### src/rtl/fhss_hop_and_power_ramp_sequencer_top_defines.svh
// Assertion macros shared by the sequencer RTL.
`ifndef FHSS_HOP_AND_POWER_RAMP_SEQUENCER_TOP_DEFINES_SVH
`define FHSS_HOP_AND_POWER_RAMP_SEQUENCER_TOP_DEFINES_SVH

// Checks that the consequent holds in the same cycle as the antecedent.
`define FHSS_ASSERT_IMP(lbl, ante, cons) \
	lbl: assert property (@(posedge clk) disable iff (!arst_n) (ante) |-> (cons)) \
		else $error("fhss same-cycle check failed");

// Checks that the consequent holds in the cycle after the antecedent.
`define FHSS_ASSERT_NXT(lbl, ante, cons) \
	lbl: assert property (@(posedge clk) disable iff (!arst_n) (ante) |=> (cons)) \
		else $error("fhss next-cycle check failed");

`endif

### src/rtl/fhss_pkg.sv
package fhss_pkg;

	localparam int CH_W   = 7;
	localparam int PWR_W  = 6;
	localparam int DIVD_W = 32;
	localparam int DIVS_W = 10;

	localparam logic [31:0] SHUFFLE_SEED = 32'hCAFEBABE;
	localparam logic signed [PWR_W-1:0] PWR_MIN = -6'sd9;
	localparam logic signed [PWR_W-1:0] PWR_MAX = 6'sd22;
	localparam logic [31:0] HOLD_SECONDS = 32'd10;
	localparam logic [31:0] POWER_GAP_MS = 32'd500;
	// Reciprocal of 1000 scaled by 2^38; the product's bits 63:38 give the exact
	// quotient for every 32-bit millisecond count.
	localparam logic [31:0] MS_RECIP = 32'd274877907;

	typedef enum logic [1:0] {
		OP_START = 2'd0,
		OP_STOP  = 2'd1,
		OP_PKT   = 2'd2,
		OP_PWR   = 2'd3
	} op_t;

	localparam logic [2:0] CFG_NUM_CH   = 3'd0;
	localparam logic [2:0] CFG_SYNC_CH  = 3'd1;
	localparam logic [2:0] CFG_HOP_INT  = 3'd2;
	localparam logic [2:0] CFG_RAMP_S   = 3'd3;
	localparam logic [2:0] CFG_LCG_MUL  = 3'd4;
	localparam logic [2:0] CFG_LCG_INC  = 3'd5;

	typedef struct packed {
		logic              start;
		logic [DIVD_W-1:0] dividend;
		logic [DIVS_W-1:0] divisor;
	} div_req_t;

	typedef struct packed {
		logic              busy;
		logic              done;
		logic [DIVD_W-1:0] quot;
		logic [DIVS_W-1:0] rem;
	} div_resp_t;

endpackage

### src/rtl/fhss_hop_and_power_ramp_sequencer_top.sv
// Stop, idle items and packet slots without a hop go straight to the output register.
// A hop with an empty table tunes to the sync channel; otherwise it divides the hop count by
// the channel count (unless that is zero) and tunes to sync or reads the next table entry.
// A power update divides only on a ramp slope. A start scans the channels into the table
// and, with two or more entries, shuffles it with one division per swap on the 32-step divider.
// One beat at a time: the next is taken the cycle after the result is registered.
// Reset is asynchronous and active low; it restores defaults and all state but the table and divider data.
`include "fhss_hop_and_power_ramp_sequencer_top_defines.svh"

module fhss_hop_and_power_ramp_sequencer_top #(
	parameter int MAX_CHANNELS = 80
) (
	input  logic        clk,
	input  logic        arst_n,
	input  logic        s_tvalid,
	output logic        s_tready,
	input  logic [31:0] s_tdata,   // time_ms[31:0]
	input  logic [1:0]  s_tuser,   // opcode[1:0]
	output logic        m_tvalid,
	input  logic        m_tready,
	// channel[6:0], power_dbm[12:7], ascending[13], packet_count[45:14],
	// hop_count[77:46], send_packet[78], retune[79], power_set[80],
	// cycle_restarted[81], running[82], zero fill[87:83]
	output logic [87:0] m_tdata,
	input  logic        cfg_we,
	input  logic [2:0]  cfg_addr,
	input  logic [31:0] cfg_data
);
	import fhss_pkg::*;

	localparam int AW = $clog2(MAX_CHANNELS);

	typedef enum logic [4:0] {
		ST_IDLE, ST_DISP, ST_FILL, ST_LCG, ST_MOD, ST_MODW, ST_RDI, ST_RDJ,
		ST_WRI, ST_WRJ, ST_TUNE0, ST_TUNE1, ST_HOPDIV, ST_HOPSEL, ST_HOPRD,
		ST_HOPWR, ST_EDIV, ST_PCLS, ST_RDIV, ST_OUT
	} state_t;

	state_t state_q;

	logic [6:0]  num_ch_q;
	logic [6:0]  sync_q;
	logic [7:0]  hop_int_q;
	logic [8:0]  ramp_q;
	logic [31:0] mul_q;
	logic [31:0] inc_q;

	op_t         op_q;
	logic [31:0] time_q;
	logic [7:0]  fill_i_q;
	logic [7:0]  len_q;
	logic [7:0]  sh_i_q;
	logic [AW-1:0] sh_j_q;
	logic [CH_W-1:0] ti_q;
	logic [31:0] rng_q;
	logic [AW-1:0] pos_q;
	logic [31:0] hops_q;
	logic [7:0]  poc_q;
	logic [31:0] pkts_q;
	logic [CH_W-1:0] tuned_q;
	logic signed [PWR_W-1:0] power_q;
	logic        rising_q;
	logic        active_q;
	logic [31:0] cs_ms_q;
	logic [31:0] last_ms_q;
	logic [31:0] e_q;
	logic        send_q;
	logic        retune_q;
	logic        pset_q;
	logic        rest_q;
	logic        m_tvalid_q;
	logic [87:0] m_tdata_q;
	div_req_t    div_req_q;
	div_resp_t   div_resp;

	logic            mem_we;
	logic [AW-1:0]   mem_waddr;
	logic [CH_W-1:0] mem_wdata;
	logic [AW-1:0]   mem_raddr;
	logic [CH_W-1:0] mem_rdata;

	logic [7:0]  limit;
	logic [31:0] lcg_next;
	logic [31:0] ramp32;
	logic [31:0] e_minus;
	logic [13:0] e_x31;
	logic [13:0] d_x31;
	logic [7:0]  pos_inc;
	logic [31:0] hops_inc;
	logic [63:0] e_prod;

	assign limit = ({1'b0, num_ch_q} > 8'(MAX_CHANNELS)) ? 8'(MAX_CHANNELS) : {1'b0, num_ch_q};
	assign lcg_next = rng_q * mul_q + inc_q;
	assign ramp32 = {23'b0, ramp_q};
	assign e_minus = e_q - ramp32 - HOLD_SECONDS;
	assign e_x31 = {e_q[8:0], 5'b0} - {5'b0, e_q[8:0]};
	assign d_x31 = {e_minus[8:0], 5'b0} - {5'b0, e_minus[8:0]};
	assign pos_inc = {{(8-AW){1'b0}}, pos_q} + 8'd1;
	assign hops_inc = hops_q + 32'd1;
	assign e_prod = 64'(e_q) * 64'(MS_RECIP);

	assign s_tready = (state_q == ST_IDLE);
	assign m_tvalid = m_tvalid_q;
	assign m_tdata  = m_tdata_q;

	always_comb begin
		mem_we    = 1'b0;
		mem_waddr = fill_i_q[AW-1:0];
		mem_wdata = fill_i_q[CH_W-1:0];
		mem_raddr = '0;
		unique case (state_q)
			ST_FILL: begin
				mem_we    = (fill_i_q != limit) && (fill_i_q != {1'b0, sync_q});
				mem_waddr = len_q[AW-1:0];
			end
			ST_RDI: mem_raddr = sh_i_q[AW-1:0];
			ST_RDJ: mem_raddr = sh_j_q;
			ST_WRI: begin
				mem_we    = 1'b1;
				mem_waddr = sh_i_q[AW-1:0];
				mem_wdata = mem_rdata;
			end
			ST_WRJ: begin
				mem_we    = 1'b1;
				mem_waddr = sh_j_q;
				mem_wdata = ti_q;
			end
			ST_HOPRD: mem_raddr = pos_q;
			default: begin
			end
		endcase
	end

	fhss_table #(.DEPTH(MAX_CHANNELS), .AW(AW)) u_table (
		.clk   (clk),
		.we    (mem_we),
		.waddr (mem_waddr),
		.wdata (mem_wdata),
		.raddr (mem_raddr),
		.rdata (mem_rdata)
	);

	fhss_div u_div (
		.clk    (clk),
		.arst_n (arst_n),
		.req    (div_req_q),
		.resp   (div_resp)
	);

	always_ff @(posedge clk or negedge arst_n) begin
		if (!arst_n) begin
			num_ch_q  <= 7'd40;
			sync_q    <= 7'd20;
			hop_int_q <= 8'd4;
			ramp_q    <= 9'd60;
			mul_q     <= 32'd214013;
			inc_q     <= 32'd2531011;
		end else if (cfg_we) begin
			unique case (cfg_addr)
				CFG_NUM_CH:  num_ch_q  <= cfg_data[6:0];
				CFG_SYNC_CH: sync_q    <= cfg_data[6:0];
				CFG_HOP_INT: hop_int_q <= cfg_data[7:0];
				CFG_RAMP_S:  ramp_q    <= cfg_data[8:0];
				CFG_LCG_MUL: mul_q     <= cfg_data;
				CFG_LCG_INC: inc_q     <= cfg_data;
				default: begin
				end
			endcase
		end
	end

	always_ff @(posedge clk or negedge arst_n) begin
		if (!arst_n) begin
			state_q    <= ST_IDLE;
			op_q       <= OP_STOP;
			time_q     <= '0;
			fill_i_q   <= '0;
			len_q      <= '0;
			sh_i_q     <= '0;
			sh_j_q     <= '0;
			ti_q       <= '0;
			rng_q      <= '0;
			pos_q      <= '0;
			hops_q     <= '0;
			poc_q      <= '0;
			pkts_q     <= '0;
			tuned_q    <= '0;
			power_q    <= PWR_MIN;
			rising_q   <= 1'b1;
			active_q   <= 1'b0;
			cs_ms_q    <= '0;
			last_ms_q  <= '0;
			e_q        <= '0;
			send_q     <= 1'b0;
			retune_q   <= 1'b0;
			pset_q     <= 1'b0;
			rest_q     <= 1'b0;
			m_tvalid_q <= 1'b0;
			m_tdata_q  <= '0;
			div_req_q  <= '0;
		end else begin
			if (m_tvalid_q && m_tready && (state_q != ST_OUT)) begin
				m_tvalid_q <= 1'b0;
			end
			unique case (state_q)
				ST_IDLE: begin
					if (s_tvalid) begin
						op_q     <= op_t'(s_tuser);
						time_q   <= s_tdata;
						send_q   <= 1'b0;
						retune_q <= 1'b0;
						pset_q   <= 1'b0;
						rest_q   <= 1'b0;
						state_q  <= ST_DISP;
					end
				end
				ST_DISP: begin
					unique case (op_q)
						OP_START: begin
							fill_i_q <= '0;
							len_q    <= '0;
							state_q  <= ST_FILL;
						end
						OP_STOP: begin
							active_q <= 1'b0;
							state_q  <= ST_OUT;
						end
						OP_PKT: begin
							if (active_q) begin
								send_q <= 1'b1;
								pkts_q <= pkts_q + 32'd1;
								if (poc_q >= hop_int_q) begin
									poc_q    <= 8'd1;
									hops_q   <= hops_inc;
									retune_q <= 1'b1;
									if (len_q == 8'd0) begin
										tuned_q <= sync_q;
										state_q <= ST_OUT;
									end else if (num_ch_q != 7'd0) begin
										div_req_q <= '{start: 1'b1, dividend: hops_inc,
											divisor: {3'b0, num_ch_q}};
										state_q <= ST_HOPDIV;
									end else begin
										state_q <= ST_HOPSEL;
									end
								end else begin
									if (poc_q != 8'hFF) begin
										poc_q <= poc_q + 8'd1;
									end
									state_q <= ST_OUT;
								end
							end else begin
								state_q <= ST_OUT;
							end
						end
						OP_PWR: begin
							if (active_q && ((time_q - last_ms_q) >= POWER_GAP_MS)) begin
								last_ms_q <= time_q;
								pset_q    <= 1'b1;
								e_q       <= time_q - cs_ms_q;
								state_q   <= ST_EDIV;
							end else begin
								state_q <= ST_OUT;
							end
						end
						default: state_q <= ST_OUT;
					endcase
				end
				ST_FILL: begin
					if (fill_i_q == limit) begin
						if (len_q < 8'd2) begin
							state_q <= ST_TUNE0;
						end else begin
							sh_i_q  <= len_q - 8'd1;
							rng_q   <= SHUFFLE_SEED;
							state_q <= ST_LCG;
						end
					end else begin
						if (fill_i_q != {1'b0, sync_q}) begin
							len_q <= len_q + 8'd1;
						end
						fill_i_q <= fill_i_q + 8'd1;
					end
				end
				ST_LCG: begin
					rng_q   <= lcg_next;
					state_q <= ST_MOD;
				end
				ST_MOD: begin
					div_req_q <= '{start: 1'b1, dividend: {16'b0, rng_q[31:16]},
						divisor: {2'b0, sh_i_q + 8'd1}};
					state_q <= ST_MODW;
				end
				ST_MODW: begin
					div_req_q.start <= 1'b0;
					if (div_resp.done) begin
						sh_j_q  <= div_resp.rem[AW-1:0];
						state_q <= ST_RDI;
					end
				end
				ST_RDI: state_q <= ST_RDJ;
				ST_RDJ: begin
					ti_q    <= mem_rdata;
					state_q <= ST_WRI;
				end
				ST_WRI: state_q <= ST_WRJ;
				ST_WRJ: begin
					if (sh_i_q == 8'd1) begin
						state_q <= ST_TUNE0;
					end else begin
						sh_i_q  <= sh_i_q - 8'd1;
						state_q <= ST_LCG;
					end
				end
				ST_TUNE0: state_q <= ST_TUNE1;
				ST_TUNE1: begin
					tuned_q   <= (len_q != 8'd0) ? mem_rdata : sync_q;
					pos_q     <= '0;
					hops_q    <= '0;
					poc_q     <= '0;
					power_q   <= PWR_MIN;
					rising_q  <= 1'b1;
					cs_ms_q   <= time_q;
					last_ms_q <= time_q;
					active_q  <= 1'b1;
					pkts_q    <= 32'd1;
					send_q    <= 1'b1;
					retune_q  <= 1'b1;
					pset_q    <= 1'b1;
					state_q   <= ST_OUT;
				end
				ST_HOPDIV: begin
					div_req_q.start <= 1'b0;
					if (div_resp.done) begin
						if (div_resp.rem == '0) begin
							tuned_q <= sync_q;
							state_q <= ST_OUT;
						end else begin
							state_q <= ST_HOPSEL;
						end
					end
				end
				ST_HOPSEL: begin
					pos_q   <= (pos_inc == len_q) ? '0 : pos_inc[AW-1:0];
					state_q <= ST_HOPRD;
				end
				ST_HOPRD: state_q <= ST_HOPWR;
				ST_HOPWR: begin
					tuned_q <= mem_rdata;
					state_q <= ST_OUT;
				end
				ST_EDIV: begin
					e_q     <= {6'b0, e_prod[63:38]};
					state_q <= ST_PCLS;
				end
				ST_PCLS: begin
					if (e_q >= (ramp32 + ramp32 + HOLD_SECONDS)) begin
						cs_ms_q  <= time_q;
						power_q  <= PWR_MIN;
						rising_q <= 1'b1;
						rest_q   <= 1'b1;
						state_q  <= ST_OUT;
					end else if (e_q < ramp32) begin
						rising_q  <= 1'b1;
						div_req_q <= '{start: 1'b1, dividend: {18'b0, e_x31},
							divisor: {1'b0, ramp_q}};
						state_q   <= ST_RDIV;
					end else if (e_q < (ramp32 + HOLD_SECONDS)) begin
						power_q  <= PWR_MAX;
						rising_q <= 1'b1;
						state_q  <= ST_OUT;
					end else begin
						rising_q  <= 1'b0;
						div_req_q <= '{start: 1'b1, dividend: {18'b0, d_x31},
							divisor: {1'b0, ramp_q}};
						state_q   <= ST_RDIV;
					end
				end
				ST_RDIV: begin
					div_req_q.start <= 1'b0;
					if (div_resp.done) begin
						power_q <= rising_q ? (PWR_MIN + PWR_W'(div_resp.quot[4:0]))
							: (PWR_MAX - PWR_W'(div_resp.quot[4:0]));
						state_q <= ST_OUT;
					end
				end
				ST_OUT: begin
					if (!m_tvalid_q || m_tready) begin
						m_tvalid_q <= 1'b1;
						m_tdata_q  <= {5'b0, active_q, rest_q, pset_q, retune_q, send_q,
							hops_q, pkts_q, rising_q, power_q, tuned_q};
						state_q    <= ST_IDLE;
					end
				end
				default: state_q <= ST_IDLE;
			endcase
		end
	end

	`FHSS_ASSERT_IMP(a_wr_range, mem_we, 32'(mem_waddr) < 32'(MAX_CHANNELS))
	`FHSS_ASSERT_IMP(a_div_free, div_req_q.start, !div_resp.busy)
	`FHSS_ASSERT_NXT(a_one_item, s_tvalid && s_tready, !s_tready)

endmodule

### src/rtl/fhss_div.sv
module fhss_div (
	input  logic                clk,
	input  logic                arst_n,
	input  fhss_pkg::div_req_t  req,
	output fhss_pkg::div_resp_t resp
);
	import fhss_pkg::*;

	localparam int CNT_W = $clog2(DIVD_W);

	logic [CNT_W-1:0]  cnt_q;
	logic              busy_q;
	logic              done_q;
	logic [DIVD_W-1:0] dvd_q;
	logic [DIVS_W-1:0] rem_q;
	logic [DIVS_W-1:0] dvs_q;
	logic [DIVS_W:0]   trial;
	logic              ge;
	logic [DIVS_W:0]   nrem;

	assign trial = {rem_q, dvd_q[DIVD_W-1]};
	assign ge    = trial >= {1'b0, dvs_q};
	assign nrem  = ge ? (trial - {1'b0, dvs_q}) : trial;

	always_ff @(posedge clk or negedge arst_n) begin
		if (!arst_n) begin
			cnt_q  <= '0;
			busy_q <= 1'b0;
			done_q <= 1'b0;
		end else begin
			done_q <= 1'b0;
			if (req.start && !busy_q) begin
				busy_q <= 1'b1;
				cnt_q  <= '0;
			end else if (busy_q) begin
				cnt_q <= cnt_q + 1'b1;
				if (cnt_q == CNT_W'(DIVD_W - 1)) begin
					busy_q <= 1'b0;
					done_q <= 1'b1;
				end
			end
		end
	end

	always_ff @(posedge clk) begin
		if (req.start && !busy_q) begin
			dvd_q <= req.dividend;
			dvs_q <= req.divisor;
			rem_q <= '0;
		end else if (busy_q) begin
			dvd_q <= {dvd_q[DIVD_W-2:0], ge};
			rem_q <= nrem[DIVS_W-1:0];
		end
	end

	assign resp.busy = busy_q;
	assign resp.done = done_q;
	assign resp.quot = dvd_q;
	assign resp.rem  = rem_q;

endmodule

### src/rtl/fhss_table.sv
module fhss_table #(
	parameter int DEPTH = 80,
	parameter int AW    = 7
) (
	input  logic                      clk,
	input  logic                      we,
	input  logic [AW-1:0]             waddr,
	input  logic [fhss_pkg::CH_W-1:0] wdata,
	input  logic [AW-1:0]             raddr,
	output logic [fhss_pkg::CH_W-1:0] rdata
);
	import fhss_pkg::*;

	logic [CH_W-1:0] mem [DEPTH];

	always_ff @(posedge clk) begin
		if (we) begin
			mem[waddr] <= wdata;
		end
		rdata <= mem[raddr];
	end

endmodule
### config.mk
export PLATFORM = sky130hd
export DESIGN_NAME = fhss_hop_and_power_ramp_sequencer_top
export DESIGN_NICKNAME = d
export VERILOG_FILES = /design/src/rtl/fhss_pkg.sv /design/src/rtl/fhss_hop_and_power_ramp_sequencer_top.sv /design/src/rtl/fhss_div.sv /design/src/rtl/fhss_table.sv
export VERILOG_INCLUDE_DIRS = /design/src /design/src/rtl
export SDC_FILE = /design/constraint.sdc
export NUM_CORES = 2
export LEC_CHECK = 0
export ABC_AREA = 1
export BUFFER_PORTS_ARGS = -buffer_cell sky130_fd_sc_hd__buf_4
export CORE_MARGIN = 1
export CORE_UTILIZATION = 65
export DETAILED_ROUTE_END_ITERATION = 8
export PLACE_DENSITY = 0.84
export SETUP_SLACK_MARGIN = 0.4
export SKIP_LAST_GASP = 1
export SLEW_MARGIN = 30
export SYNTH_ARGS = -nofsm -noshare
export SYNTH_HDL_FRONTEND = slang
export SYNTH_SLANG_ARGS = --single-unit
### constraint.sdc
create_clock -name clk -period 21 [get_ports clk]
set_input_delay 2.1 -clock clk [delete_from_list [all_inputs] [get_ports clk]]
set_output_delay 2.1 -clock clk [all_outputs]
set_load 0.05 [all_outputs]
* Word level (Yosys, flattened, before mapping)
Memory sizes are Yosys's and may differ from the RTL's. A register that Yosys moved wholly into a read port is not among the register bits.
Cells that the tools add are included.
** Storage, ports and cells
- Flip-flop bits (word level) :: 584
- Bits in writable memories :: 560
- Bits of input ports :: 74
- Output and inout port bits :: 90
- Word-level logic and storage cells :: 316
- Memories kept :: 1
** Memory list
- u_table.mem :: words 80, bits a word 7, read ports 1, clocked after memory_dff 1, write ports 1, line fhss_table.sv:14 : logic [CH_W-1:0] mem [DEPTH];
** Operators by class
- Add/sub/neg operators :: 23
- Multipliers :: 2
- $lt $le $gt $ge :: 8
- Equal/unequal tests :: 62
- Multiplexer cells :: 118
- Reduce and logical (&&, ||, !) cells :: 61
** Operators by type and width (number)
- 32-bit two-way mux :: 14
- 32-bit case mux with 2 select lines :: 6
- 43-bit two-way mux :: 8
- 42-bit case mux with 3 select lines :: 1
- 5-bit case mux with 19 select lines :: 1
- 8-bit two-way mux :: 11
- 32-bit by 1-bit adder with 32-bit output, second input constant :: 2
- 8-bit case mux with 2 select lines :: 4
- 32-bit subtractor :: 2
- 7-bit two-way mux :: 9
- 32-bit by 29-bit multiplier with 61-bit output, second input constant :: 1
- 5-bit two-way mux :: 12
- 7-bit case mux with 3 select lines :: 2
- 5-bit by 4-bit == test with 1-bit output, second input constant :: 8
- 32-bit adder :: 1
- 8-bit by 1-bit adder with 8-bit output, second input constant :: 4
- 32-bit by 11-bit >= comparator with 1-bit output :: 1
- 32-bit by 9-bit >= comparator with 1-bit output, second input constant :: 1
- 32-bit by 10-bit < comparator with 1-bit output :: 1
- 32-bit by 9-bit < comparator with 1-bit output :: 1
- 32-bit by 32-bit multiplier with 32-bit output :: 1
- 2-bit inequality test, second input constant :: 16
- 6-bit two-way mux :: 5
- 1-bit two-way mux :: 28
- 65 further kinds :: 134

* Longest topological paths before layout
- Depth after elaboration :: 7
- Depth in mapped cells :: 34
- Gate-level depth less buffers :: 32

* Hierarchy
Synthesis repeated with hierarchy kept, for this count alone.
** Unflattened totals
- Cells, all modules :: 10208
- Area, all modules :: 88894.0 µm²
** Modules (own cells, without submodules)
- fhss_hop_and_power_ramp_sequencer_top :: instances 1, cells each 7914, area each 62736.4 µm², sequential area each 13162.6 µm²
- fhss_table :: instances 1, cells each 1927, area each 23013.3 µm², sequential area each 16956.3 µm²
- fhss_div :: instances 1, cells each 367, area each 3144.3 µm², sequential area each 1636.6 µm²

* Worst setup path after synthesis
Ideal clock, no wire load.
- Path type :: reg-to-reg
- Start point :: register mul_q[4]
- End point :: register rng_q[28]
- Library setup time :: 0.123 ns
- Arrival time :: 6.742 ns
- Data required time :: 20.877 ns
- Path slack :: 14.135 ns
- Cell stages (with the launch flop) :: 31
- Path buffers :: 2
- Period minus slack after synthesis :: 6.865 ns
- Cell sequence :: dfstp_2 > clkbuf_1 > clkbuf_1 > nand2_1 > inv_1 > fa_1 > fa_1 > fa_1 > inv_1 > fa_1 > inv_1 > fa_1 > inv_1 > fa_1 > inv_1 > fa_1 > inv_1 > fa_1 > inv_1 > ha_1 > nand2_1 > inv_1 > nand2_1 > nor3_1 > nand4_1 > nand3_1 > a21oi_1 > o21ai_0 > a21oi_1 > o21ai_0 > nand2_1
** Between the ends
- Cells in the longest elaborated chain, start to end :: 3
** Ends and longest elaborated chain
- start, declared :: line fhss_hop_and_power_ramp_sequencer_top.sv:45 : logic [31:0] mul_q;
- start signal, assigned :: line fhss_hop_and_power_ramp_sequencer_top.sv:164 : CFG_LCG_MUL: mul_q <= cfg_data;
- 32-bit by 32-bit multiplier with 32-bit output :: line fhss_hop_and_power_ramp_sequencer_top.sv:93 : assign lcg_next = rng_q * mul_q + inc_q;
- 32-bit adder :: line fhss_hop_and_power_ramp_sequencer_top.sv:93
- 32-bit case mux with 2 select lines :: line fhss_hop_and_power_ramp_sequencer_top.sv:205 : unique case (state_q)
- end signal, assigned :: line fhss_hop_and_power_ramp_sequencer_top.sv:286 : rng_q <= lcg_next;
- end, declared :: line fhss_hop_and_power_ramp_sequencer_top.sv:55 : logic [31:0] rng_q;
Every way passes these cells.
A chain may end at the register's enable or synchronous reset.

* Worst setup path after layout
- Start point :: register rng_q[12]
- End point :: register rng_q[28]
** Between the ends
- Cells in the longest elaborated chain, start to end :: 3
** Ends and longest elaborated chain (line)
- 32-bit by 32-bit multiplier with 32-bit output :: fhss_hop_and_power_ramp_sequencer_top.sv:93
- 32-bit adder :: fhss_hop_and_power_ramp_sequencer_top.sv:93
- 32-bit case mux with 2 select lines :: fhss_hop_and_power_ramp_sequencer_top.sv:205
Every way passes these cells.

==> impl_metrics.ini <==
[outcome]
outcome = complete, no violations

[routing]
wl_mm = 252
via_count = 71769
drc = 0
dr.pass1.iters = 6
wl_per_cell_um = 20.5
drt-initial-drc-count = 7203
ant_nets = 0
post_drt_via_cell_ratio = 5.83

[setup_path]
reg2regPathDepth = 28
r2r_slack_ns = 13.32
crit_arrival_ns = 8.31
crit_required_ns = 21.63
critPathKind = reg2reg
worstSetupStartpointType = flip-flop
r2r_end = rng_q[28]
cp-startpoint = rng_q[12]
reg2reg_from = rng_q[12]
path_max_fanout = 21
slowest_stage = dfrtp_1
slowest_delay_ns = 0.99
endpoint = rng_q[28]
critPathCaptureType = flip-flop

[placement]
routabilityCongestion = 1.03
dp_hpwl_mm = 187
pre_cts_slack_ns = 13.42
port_buffers = 158

[cts]
clkTransAtPathRegs_ns = 0.06
postCtsHoldBufs = 0
clock_path_buffers = 3
post_cts_buffers = 0
clock_sinks = 1149
htree_levels = 3
insertion_delay_ns = 0.80
cts-resized-gates = 0
cts_tree = built
cts_buffers = 119
clock-root-buffer = clkbuf_16

[layout]
layout.nets = 11921
largest_register = u_table.mem
antenna_cells = 0
area_growth_syn_to_layout_pct = 7.73
drive_above_1_share_pct = 5.39
largest_reg_flops = 560

[power]
total_power_w = 0.00529
p_leak_nw = 49.1
ir_drop_mv = 0.0798
power_per_cell_area_mw_per_mm2 = 54.8

[global_route]
first_global_vias = 73593
antenna_found_initial = 9
gr-total-overflow = 0
grt_pass1_wl_mm = 400
grtUsageTotal_pct = 36.6
grt_max_degree = 248

[sta]
final_max_slew_viol_count = 0
post-route-min-period_ns = 7.68
relSlewSlack_pct = 33.1
worst_pin_slew_ns = 0.996
finalClockSkew_ns = 0.104
setup_ws_ns = 13.32
period_share_pct = 36.6
fin_setup_tns_ns = 0
finalHoldViolCount = 0
fmax_mhz = 130
setup_viol = 0
rsz0062_at_grt = false
whs_ns = 0.447

[synthesis]
synth_compound_area_share_pct = 9.67
muxShareOfSynthArea_pct = 0.162
synth_xor_area_share_pct = 1.67
synthDominantCellAreaShare_pct = 20.1
synth.yosys.warnings = 0
yosys.area_share.simple_pct = 16.2
seq_area_frac_synth_pct = 35.4
synth_top_family_by_area = adder cells
syn_avg_cell_area_sq_um = 8.61
synth_cell_types = 67
syn_area_sq_mm = 0.0897
synth-async-reset-ratio_pct = 46.2
netlist.top_cell.by_area = edfxtp_1
ys_ff_latch = 1149
netlist_instances = 10426
synth.area.top_cells = edfxtp_1 20%, fa_1 17%, dfrtp_1 14%
synth-main-ff-cell = edfxtp_1
synth_edf_count = 601
synthAdderAreaFrac_pct = 26.0

[min_path]
hold_class = reg2reg
hold_depth = 0

[floorplan]
std_cell_rows = 135
die_area_sq_mm = 0.140
io_pins = 164
start_util_pct = 65.9
die_h_um = 374
core_sq_mm = 0.136
die_x_um = 374

[job]
max-cap-violations = 0
-- worst max-delay path: cells and delay by family (launching register included) --
| family | cells | cell delay [ns] |
|---|---|---|
| AOI/OAI and AO/OA | 4 | 0.58 |
| adders and majority gates | 9 | 4.29 |
| buffers and inverters | 8 | 0.54 |
| DFF | 1 | 0.99 |
| and+or+nand+nor | 7 | 1.15 |
-- cell usage after synthesis (8+ instances only) --
library cell	number
nor3_1	91
fa_1	742
nor2_1	649
clkbuf_1	262
nor4_1	36
and3_1	8
nand2_2	8
xor2_1	125
o31ai_1	19
inv_1	2179
a21oi_1	302
nand3b_1	20
a31oi_1	40
a21boi_0	9
mux2_2	12
dfrtp_1	491
o21bai_1	29
inv_2	15
buf_4	18
ha_1	679
a211oi_1	14
o22ai_1	68
nand2_1	2275
nand3_1	374
edfxtp_1	601
dfstp_2	40
o21ai_0	778
dfxtp_1	17
a221oi_1	11
buf_1	16
or2_2	25
o21ai_1	39
a21o_1	24
o21a_1	14
xnor2_1	46
buf_2	61
nand4_1	64
o211ai_1	158
-- worst min path at each step --
| stage | from | to |
|---|---|---|
| after global routing | div_req_q[1] | u_div.dvs_q[1] |
| after detailed placement | div_req_q[0] | u_div.dvs_q[0] |
| final | div_req_q[8] | u_div.dvs_q[8] |
| after floorplan | div_req_q[0] | u_div.dvs_q[0] |
| after global placement | div_req_q[6] | u_div.dvs_q[6] |
| after CTS | div_req_q[0] | u_div.dvs_q[0] |
-- through the flow --
| stage | cells | area [sq um] | util [%] |
|---|---|---|---|
| global placement | 12084 | 92300 | 67.8 |
| global route | 12314 | 96700 | 71.0 |
| CTS | 12313 | 96600 | 71.0 |
| finish | 12314 | 96700 | 71.0 |
| detailed placement | 12085 | 92300 | 67.8 |
| floorplan | 10430 | 89700 | - |
-- area by class of cell --
class	count	area (sq um)
tap	1781	2230
sequential	1149	31700
timing repair buffer	234	1840
inverter	2200	8260
fill	10171	39500
multi-input combinational	6722	48400
clock inverter	70	980
clock buffer	158	3270
-- power breakdown --
| group | leakage, nW | switching, W | internal (W) |
|---|---|---|---|
| Sequential | 11.4 | 0.0000972 | 0.00240 |
| Combinational | 35.7 | 0.000338 | 0.000188 |
| Clock | 2.04 | 0.000960 | 0.00131 |
| Total | 49.1 | 0.00139 | 0.00390 |
-- cells by family after synthesis --
| family | after synthesis |
|---|---|
| flops | 1149 |
| buf+inv | 2559 |
| fa+ha+maj | 1421 |
| mux | 13 |
| simple gates | 3575 |
| xor+xnor | 171 |
| compound gates | 1537 |
| other cells | 1 |
-- layout by cell type (no fill, tap or decap), types with 11 or more instances in the layout --
master and instances:
nor3_1 91, a21oi_1 301, a21o_1 24, a31oi_1 40, nor2_1 645, o21a_1 14, dfxtp_1 17, o21ai_1 40
xor2_1 125, clkinv_2 18, or2_2 25, o22ai_1 68, a211oi_1 14, o31ai_1 19, nand3_1 374, nand2_1 2269
edfxtp_1 601, bufinv_16 16, buf_4 223, dfstp_2 40, nand2_2 13, inv_1 2178, o211ai_1 158, ha_1 679
clkbuf_8 15, clkbuf_16 119, o21ai_0 777, xnor2_1 46, nand4_1 64, dfrtp_1 489, nand3b_1 20, nor4_1 34
clkinv_1 16, mux2_2 12, clkbuf_1 24, fa_1 742, inv_2 13, o21bai_1 29, a221oi_1 11
-- per-layer routing --
layer	vias up	global-route usage [%]	wire (um)
li1	32913	-	-
met3	789	6.27	23100
met2	3514	60.4	120000
met5	-	0	111
met1	34537	47.1	96500
met4	16	17.6	13000
No activity file was read; power rests on OpenSTA's default activity.
